[src/sha_pkg.sv]
// ----------------------------------------------------------------------------
// sha_pkg
// Shared types, constants and round functions of the SHA-256 hash block.
// ----------------------------------------------------------------------------
package sha_pkg;

    localparam int unsigned WORD_W   = 32;
    localparam int unsigned COUNT_W  = 61;
    localparam int unsigned ROUNDS   = 64;
    localparam int unsigned RND_W    = $clog2(ROUNDS);
    localparam int unsigned BLOCK_W  = 512;
    localparam logic [7:0]  PAD_BYTE = 8'h80;
    localparam logic [5:0]  LEN_POS  = 6'd56;
    localparam logic [5:0]  LAST_POS = 6'd63;
    localparam logic [2:0]  LAST_IDX = 3'd7;

    localparam logic [31:0] HASH_IV [8] = '{
        32'h6a09e667, 32'hbb67ae85, 32'h3c6ef372, 32'ha54ff53a,
        32'h510e527f, 32'h9b05688c, 32'h1f83d9ab, 32'h5be0cd19
    };

    localparam logic [31:0] ROUND_K [64] = '{
        32'h428a2f98, 32'h71374491, 32'hb5c0fbcf, 32'he9b5dba5,
        32'h3956c25b, 32'h59f111f1, 32'h923f82a4, 32'hab1c5ed5,
        32'hd807aa98, 32'h12835b01, 32'h243185be, 32'h550c7dc3,
        32'h72be5d74, 32'h80deb1fe, 32'h9bdc06a7, 32'hc19bf174,
        32'he49b69c1, 32'hefbe4786, 32'h0fc19dc6, 32'h240ca1cc,
        32'h2de92c6f, 32'h4a7484aa, 32'h5cb0a9dc, 32'h76f988da,
        32'h983e5152, 32'ha831c66d, 32'hb00327c8, 32'hbf597fc7,
        32'hc6e00bf3, 32'hd5a79147, 32'h06ca6351, 32'h14292967,
        32'h27b70a85, 32'h2e1b2138, 32'h4d2c6dfc, 32'h53380d13,
        32'h650a7354, 32'h766a0abb, 32'h81c2c92e, 32'h92722c85,
        32'ha2bfe8a1, 32'ha81a664b, 32'hc24b8b70, 32'hc76c51a3,
        32'hd192e819, 32'hd6990624, 32'hf40e3585, 32'h106aa070,
        32'h19a4c116, 32'h1e376c08, 32'h2748774c, 32'h34b0bcb5,
        32'h391c0cb3, 32'h4ed8aa4a, 32'h5b9cca4f, 32'h682e6ff3,
        32'h748f82ee, 32'h78a5636f, 32'h84c87814, 32'h8cc70208,
        32'h90befffa, 32'ha4506ceb, 32'hbef9a3f7, 32'hc67178f2
    };

    typedef struct packed {
        logic [7:0] byte_value;
        logic       has_byte;
        logic       is_last;
    } t_in;

    typedef struct packed {
        logic [31:0] digest_word;
        logic [2:0]  word_index;
        logic        last_word;
    } t_out;

    typedef enum logic [2:0] {
        ST_IDLE,
        ST_PAD,
        ST_LOAD,
        ST_ROUND,
        ST_FOLD,
        ST_OUT
    } t_state;

    typedef enum logic [1:0] {
        WIN_HOLD,
        WIN_BYTE,
        WIN_LEN,
        WIN_ROUND
    } t_win_op;

    typedef struct packed {
        logic             init;
        logic             load;
        logic             round;
        logic             fold;
        logic [RND_W-1:0] rnd;
    } t_core_ctl;

    function automatic logic [31:0] big_s0(input logic [31:0] x);
        return {x[1:0], x[31:2]} ^ {x[12:0], x[31:13]} ^ {x[21:0], x[31:22]};
    endfunction

    function automatic logic [31:0] big_s1(input logic [31:0] x);
        return {x[5:0], x[31:6]} ^ {x[10:0], x[31:11]} ^ {x[24:0], x[31:25]};
    endfunction

    function automatic logic [31:0] small_s0(input logic [31:0] x);
        return {x[6:0], x[31:7]} ^ {x[17:0], x[31:18]} ^ {3'b000, x[31:3]};
    endfunction

    function automatic logic [31:0] small_s1(input logic [31:0] x);
        return {x[16:0], x[31:17]} ^ {x[18:0], x[31:19]} ^ {10'b0, x[31:10]};
    endfunction

endpackage

[src/sha_sched.sv]
// ----------------------------------------------------------------------------
// sha_sched
// Block buffer and rolling message schedule: bytes and the length shift in,
// and during the rounds the window advances one word per cycle.
// ----------------------------------------------------------------------------
module sha_sched (
    input  logic            i_clk,
    input  sha_pkg::t_win_op i_op,
    input  logic [7:0]      i_byte,
    input  logic [63:0]     i_len,
    output logic [31:0]     o_w
);
    import sha_pkg::*;

    // word 0 (the oldest) sits in the top bits
    logic [BLOCK_W-1:0] r_win;
    logic [BLOCK_W-1:0] n_win;
    logic [31:0]        w_new;

    assign w_new = r_win[511:480] + small_s0(r_win[479:448])
                 + r_win[223:192] + small_s1(r_win[63:32]);

    always_comb begin
        unique case (i_op)
            WIN_HOLD:  n_win = r_win;
            WIN_BYTE:  n_win = {r_win[BLOCK_W-9:0], i_byte};
            WIN_LEN:   n_win = {r_win[BLOCK_W-65:0], i_len};
            WIN_ROUND: n_win = {r_win[BLOCK_W-33:0], w_new};
            default:   n_win = r_win;
        endcase
    end

    always_ff @(posedge i_clk) begin
        r_win <= n_win;
    end

    assign o_w = r_win[511:480];

endmodule

[src/sha_core.sv]
// ----------------------------------------------------------------------------
// sha_core
// Compression round unit: working variables, one round per cycle, and the
// chaining value with its fold at the end of each block.
// ----------------------------------------------------------------------------
module sha_core (
    input  logic               i_clk,
    input  logic               i_rst_n,
    input  sha_pkg::t_core_ctl i_ctl,
    input  logic [31:0]        i_w,
    input  logic [2:0]         i_idx,
    output logic [31:0]        o_digest
);
    import sha_pkg::*;

    logic [31:0] r_h [8];
    logic [31:0] r_v [8];
    logic [31:0] n_v [8];
    logic [31:0] t1;
    logic [31:0] t2;
    logic [31:0] ch;
    logic [31:0] mj;

    always_comb begin
        ch = (r_v[4] & r_v[5]) ^ (~r_v[4] & r_v[6]);
        mj = (r_v[0] & r_v[1]) ^ (r_v[0] & r_v[2]) ^ (r_v[1] & r_v[2]);
        t1 = r_v[7] + big_s1(r_v[4]) + ch + ROUND_K[i_ctl.rnd] + i_w;
        t2 = big_s0(r_v[0]) + mj;
        n_v[0] = t1 + t2;
        n_v[1] = r_v[0];
        n_v[2] = r_v[1];
        n_v[3] = r_v[2];
        n_v[4] = r_v[3] + t1;
        n_v[5] = r_v[4];
        n_v[6] = r_v[5];
        n_v[7] = r_v[6];
    end

    always_ff @(posedge i_clk) begin
        if (!i_rst_n) begin
            r_h <= HASH_IV;
        end else if (i_ctl.init) begin
            r_h <= HASH_IV;
        end else if (i_ctl.fold) begin
            for (int i = 0; i < 8; i++) begin
                r_h[i] <= r_h[i] + r_v[i];
            end
        end
    end

    always_ff @(posedge i_clk) begin
        if (i_ctl.load) begin
            r_v <= r_h;
        end else if (i_ctl.round) begin
            r_v <= n_v;
        end
    end

    assign o_digest = r_h[i_idx];

endmodule

[src/sha256_hash.sv]
// ----------------------------------------------------------------------------
// sha256_hash
// Streaming SHA-256: message bytes in, eight digest words out.
// ----------------------------------------------------------------------------
// Input channel: one word per accepted item (i_valid high, o_stall low),
// carrying an optional message byte and an end-of-message flag. An item with
// no byte and no end flag is taken and has no effect.
// Bytes enter the block buffer at one per cycle while o_stall is low. The 64th byte
// of a block starts a compression on the single round unit: a load, 64 rounds
// and a fold, during all of which o_stall is high and no byte is taken.
// On the end flag the block shifts in the 0x80 marker and zero fill at one
// byte per cycle, then the 64-bit length as a whole, and compresses one or
// two closing blocks. The digest then appears on the output channel, word 0
// first, one word per cycle while i_stall is low; a stalled word holds.
// No input is taken from the end flag until word 7 has gone.
// After word 7 the chaining value returns to the initial hash values.
// Reset (synchronous, active low) loads the initial hash values, clears the
// byte count and leaves the block ready for a new message.
// ----------------------------------------------------------------------------
module sha256_hash (
    input  logic          i_clk,
    input  logic          i_rst_n,
    input  logic          i_valid,
    output logic          o_stall,
    input  sha_pkg::t_in  i_data,
    output logic          o_valid,
    input  logic          i_stall,
    output sha_pkg::t_out o_data
);
    import sha_pkg::*;

    t_state              r_state, n_state;
    logic [5:0]          r_fill, n_fill;
    logic [COUNT_W-1:0]  r_count, n_count;
    logic [RND_W-1:0]    r_rnd, n_rnd;
    logic [2:0]          r_idx, n_idx;
    logic                r_closing, n_closing;
    logic                r_mark, n_mark;
    logic                r_final, n_final;

    t_win_op             win_op;
    logic [7:0]          win_byte;
    t_core_ctl           core_ctl;
    logic [31:0]         w_t;
    logic [31:0]         digest;
    logic                in_acc;

    assign in_acc = i_valid && (r_state == ST_IDLE);

    always_comb begin
        n_state   = r_state;
        n_fill    = r_fill;
        n_count   = r_count;
        n_rnd     = r_rnd;
        n_idx     = r_idx;
        n_closing = r_closing;
        n_mark    = r_mark;
        n_final   = r_final;
        win_op    = WIN_HOLD;
        win_byte  = i_data.byte_value;
        core_ctl  = '{init: 1'b0, load: 1'b0, round: 1'b0, fold: 1'b0, rnd: r_rnd};

        unique case (r_state)
            ST_IDLE: begin
                if (in_acc) begin
                    if (i_data.is_last) begin
                        n_closing = 1'b1;
                        n_state   = ST_PAD;
                    end
                    if (i_data.has_byte) begin
                        win_op  = WIN_BYTE;
                        n_fill  = r_fill + 6'd1;
                        n_count = r_count + 61'd1;
                        if (r_fill == LAST_POS) begin
                            n_state = ST_LOAD;
                        end
                    end
                end
            end
            ST_PAD: begin
                priority if (!r_mark) begin
                    win_op   = WIN_BYTE;
                    win_byte = PAD_BYTE;
                    n_mark   = 1'b1;
                    n_fill   = r_fill + 6'd1;
                    if (r_fill == LAST_POS) begin
                        n_state = ST_LOAD;
                    end
                end else if (r_fill == LEN_POS) begin
                    win_op  = WIN_LEN;
                    n_fill  = r_fill + 6'd8;
                    n_final = 1'b1;
                    n_state = ST_LOAD;
                end else begin
                    win_op   = WIN_BYTE;
                    win_byte = 8'h00;
                    n_fill   = r_fill + 6'd1;
                    if (r_fill == LAST_POS) begin
                        n_state = ST_LOAD;
                    end
                end
            end
            ST_LOAD: begin
                core_ctl.load = 1'b1;
                n_rnd         = '0;
                n_state       = ST_ROUND;
            end
            ST_ROUND: begin
                core_ctl.round = 1'b1;
                win_op         = WIN_ROUND;
                n_rnd          = r_rnd + 1'b1;
                if (r_rnd == RND_W'(ROUNDS - 1)) begin
                    n_state = ST_FOLD;
                end
            end
            ST_FOLD: begin
                core_ctl.fold = 1'b1;
                priority if (r_final) begin
                    n_idx   = '0;
                    n_state = ST_OUT;
                end else if (r_closing) begin
                    n_state = ST_PAD;
                end else begin
                    n_state = ST_IDLE;
                end
            end
            ST_OUT: begin
                if (!i_stall) begin
                    n_idx = r_idx + 3'd1;
                    if (r_idx == LAST_IDX) begin
                        core_ctl.init = 1'b1;
                        n_count       = '0;
                        n_closing     = 1'b0;
                        n_mark        = 1'b0;
                        n_final       = 1'b0;
                        n_state       = ST_IDLE;
                    end
                end
            end
            default: n_state = ST_IDLE;
        endcase
    end

    always_ff @(posedge i_clk) begin
        if (!i_rst_n) begin
            r_state   <= ST_IDLE;
            r_fill    <= '0;
            r_count   <= '0;
            r_rnd     <= '0;
            r_idx     <= '0;
            r_closing <= 1'b0;
            r_mark    <= 1'b0;
            r_final   <= 1'b0;
        end else begin
            r_state   <= n_state;
            r_fill    <= n_fill;
            r_count   <= n_count;
            r_rnd     <= n_rnd;
            r_idx     <= n_idx;
            r_closing <= n_closing;
            r_mark    <= n_mark;
            r_final   <= n_final;
        end
    end

    sha_sched u_sched (
        .i_clk  (i_clk),
        .i_op   (win_op),
        .i_byte (win_byte),
        .i_len  ({r_count, 3'b000}),
        .o_w    (w_t)
    );

    sha_core u_core (
        .i_clk    (i_clk),
        .i_rst_n  (i_rst_n),
        .i_ctl    (core_ctl),
        .i_w      (w_t),
        .i_idx    (r_idx),
        .o_digest (digest)
    );

    assign o_stall            = (r_state != ST_IDLE);
    assign o_valid            = (r_state == ST_OUT);
    assign o_data.digest_word = digest;
    assign o_data.word_index  = r_idx;
    assign o_data.last_word   = (r_idx == LAST_IDX);

endmodule

[config.mk]
export PLATFORM = sky130hd
export DESIGN_NAME = sha256_hash
export DESIGN_NICKNAME = d
export VERILOG_FILES = /design/src/sha_pkg.sv /design/src/sha_sched.sv /design/src/sha_core.sv /design/src/sha256_hash.sv
export SDC_FILE = /design/constraint.sdc
export NUM_CORES = 2
export LEC_CHECK = 0
export BUFFER_PORTS_ARGS = -buffer_cell sky130_fd_sc_hd__buf_4
export CAP_MARGIN = 15
export CORE_MARGIN = 3
export CORE_UTILIZATION = 58
export DETAILED_ROUTE_END_ITERATION = 7
export PLACE_DENSITY = 0.75
export SLEW_MARGIN = 10
export SYNTH_ARGS = -nofsm -noshare
export SYNTH_HDL_FRONTEND = slang
export SYNTH_SLANG_ARGS = --single-unit
export TNS_END_PERCENT = 100
[constraint.sdc]
create_clock -name i_clk -period 80.9 [get_ports i_clk]
set_input_delay 16.18 -clock i_clk [delete_from_list [all_inputs] [get_ports i_clk]]
set_output_delay 16.18 -clock i_clk [all_outputs]
set_load 0.03 [all_outputs]
==> run_results.csv <==
group,metric,value,unit
grt,grt_pass1_wl,391700,microns
clock_tree,cts_setup_buffers,0,
yosys,synth_compound_area_frac,0.2394,
place,io_buffers,51,
setup_path,reg2reg_depth,40,
sta,fmax,0.05059,GHz
clock_tree,h-tree-depth,4,
yosys,async_flop_share,0,
yosys,synth_edf_count,768,
clock_tree,cts_made_buffers,131,
die,die_area,138300,sq um
clock_tree,clockBufferDepth,3,
yosys,synthFlopType,"edfxtp_1",
flow_run,cap_violations,0,
grt,grt_pass1_vias,64490,
die,core-area,132100,sq um
yosys,syn_nets,9102,
place,dp_hpwl,181500,microns
setup_path,crit_chain,"buf_4 -> mux4_2 -> mux2_2 -> buf_4",
sta,drv_slew,0,
detailed_routing,ant_nets,0,
finish,fillers,10880,
finish,syn_to_final_growth,6.899,%
yosys,synthXorXnorAreaFrac,0.07060,
setup_path,critPathRequiredTime,64.72,ns
setup_path,max_stage_delay,0.85,ns
detailed_routing,dr_total_vias,68820,
setup_path,worstSetupStartpointType,"flop",
sta,max_slew_margin,0.1744,
die,io_pins,52,
yosys,synth_top_family_by_area,"compound AO/OA/AOI/OAI gates",
yosys,synth-seq-cells,1106,
place,place_congestion,1.024,
detailed_routing,drt-initial-drc-count,10080,
yosys,synth_mux_area_frac,0.03069,
finish,layout-drive-gt1-share,0.06649,
detailed_routing,wl_per_cell,26.08,microns
detailed_routing,dr.pass1.iters,6,
clock_tree,cts_sinks,1106,
yosys,synthesis.instances,8494,
clock_tree,ctsHoldBuffers,0,
yosys,yosysUniqueCellTypes,97,
setup_path,cp-end-kind,"primary output",
setup_path,worst-path-buf-inv,2,
setup_path,worstSetupPathType,"flop to primary output",
sta,setup_viol,0,
setup_path,crit_end,"o_data[27]",
sta,hold_violations,0,
detailed_routing,drcViolationCount,0,
setup_path,path_delay_family,"multiplexers",
yosys,synth_simple_gate_area_frac,0.1126,
setup_path,cp_common_cell,"buf_4",
clock_tree,path_clk_slew,0.06,ns
yosys,synth_fa_ha_area_frac,0.1174,
sta,post-route-period-util,0.2443,
yosys,yosys_warnings,0,
setup_path,crit_slowest_cell,"dfxtp_4",
die,die_w,371.9,microns
setup_path,reg2reg_slack,69.43,ns
clock_tree,cts_tree,"built",
grt,antenna_found_initial,6,
setup_path,r2r_start,"r_rnd[1]",
grt,grt.overflow.total,0,
yosys,yosysSeqAreaShare,0.3841,
clock_tree,clock_latency,0.81,ns
setup_path,r2r-end,"u_core.n_v[223]",
detailed_routing,viasPerCell,6.901,
yosys,synth_area,77660,sq um
finish,fin_nets,8717,
setup_path,worstSetupPathDepth,4,
sta,rsz0062_at_grt,"no",
die,rows,133,
sta,worst_pin_slew,1.238,ns
sta,clock_skew,0.04157,ns
min_path,hold_class,"flop to flop",
yosys,postSynthAreaPerCell,9.143,sq um
setup_path,crit_path_max_fanout,35,
sta,period_needed,19.77,ns
clock_tree,cts_resized,0,
setup_path,worstSetupStartpoint,"r_idx[0]",
grt,grt_start_max_net_pins,239,
die,start_util,0.5878,
die,die_y,371.9,microns
run_status,status,"finished clean",
setup_path,arrival,3.59,ns
grt,grt_usage,0.3673,
clock_tree,root_buffer,"clkbuf_16",
sta,fin_tns_setup,0,ns
detailed_routing,wirelength,260100,microns
kinds of logic (layout without fill, tap and decap cells):
| group | Yosys count | in the layout |
|---|---|---|
| xor+xnor | 626 | 626 |
| fa+ha+maj | 616 | 616 |
| simple gates | 2025 | 2025 |
| compound gates | 3044 | 3044 |
| buf+inv | 934 | 652 |
| flops | 1106 | 1106 |
| mux | 143 | 143 |
| other cells | 0 | 6 |
cells in the final DEF (no fill, tap or decap), drive strengths merged, types with 169 or more instances in the layout:
master	instances
o21ai	350
inv	290
nor2	379
clkbuf	169
xnor2	401
fa	195
o22ai	990
edfxtp	768
ha	399
nand2	1143
dfxtp	338
a21oi	992
a21o	180
xor2	225
layer usage:
metal  part of all wire  vias up  GRT usage  wire (microns)
met5            0.00010        -          0              27
met4              0.062        4     0.2000           16160
met3               0.11      802    0.08887           29700
met2               0.44     4102     0.5575          114500
met1               0.38    33230     0.4847           99660
li1                   -    30690          -               -
final cells by class:
cell class                 instances  area [sq um]  area share
clock buffer                     169          3583     0.04317
clock inverter                    67         839.6     0.01011
antenna                            6         15.01   0.0001809
multi-input combinational       6454         44410      0.5349
tap                             1755          2196     0.02645
sequential                      1106         29850      0.3595
inverter                         285          1085     0.01307
timing repair buffer             131          1046     0.01260
worst min-delay path by stage:
stage | startpoint | endpoint | slack [ns] | cells past startpoint
after floorplan | r_closing | r_closing | 0.44 | 2
after global placement | u_core.r_h[184] | u_core.r_h[184] | 0.47 | 2
after detailed placement | u_core.r_h[17] | u_core.r_h[17] | 0.48 | 2
after CTS | u_core.r_h[17] | u_core.r_h[17] | 0.49 | 2
after global routing | u_core.r_h[17] | u_core.r_h[17] | 0.51 | 2
final | u_core.r_h[17] | u_core.r_h[17] | 0.49 | 2
tightest hold or removal path: stages, from the launching register on:
cell and delay (ns):
dfxtp_1 0.33, nand2_1 0.06, a21oi_1 0.05
stage by stage:
step | setup WS, ns | cell area [sq um] | std cells | hold slack (ns) | util
floorplan | 41.85 | 77660 | 8494 | 0.4375 | -
global placement | 61.66 | 78580 | 9731 | 0.4702 | 0.5947
detailed placement | 61.52 | 78580 | 9731 | 0.4836 | 0.5947
CTS | 61.07 | 83000 | 9967 | 0.4890 | 0.6282
global route | 60.94 | 83000 | 9967 | 0.5128 | 0.6282
finish | 61.13 | 83020 | 9973 | 0.4931 | 0.6283
cells in the mapped netlist, types with 63 or more instances:
cell type,n,area share
a21oi_1,984,0.063
inv_1,282,0.014
buf_1,74,0.0036
xnor2_1,401,0.045
nor3_1,74,0.0048
a21o_1,180,0.017
ha_1,399,0.064
mux4_2,70,0.020
o21a_1,63,0.0061
xor2_1,225,0.025
fa_1,195,0.050
edfxtp_1,768,0.30
o211ai_1,110,0.011
clkbuf_1,573,0.028
dfxtp_1,338,0.087
nand3_1,114,0.0073
o22ai_1,990,0.080
nand2_1,1143,0.055
nor2b_1,70,0.0056
nor2_1,379,0.018
o21ai_0,330,0.021
flip-flops by register name, summed over array words and instances (netlist names):
register	cells
u_sched.r_win	512
u_core.r_v	64
r_mark	1
r_rnd	6
u_core.n_v	192
r_idx	3
r_closing	1
r_fill	6
r_count	61
r_final	1
r_state	3
u_core.r_h	256
Power is left out: the tool's default activity adds up to more than one toggle a clock period on the data nets, which glitch-free logic cannot reach.
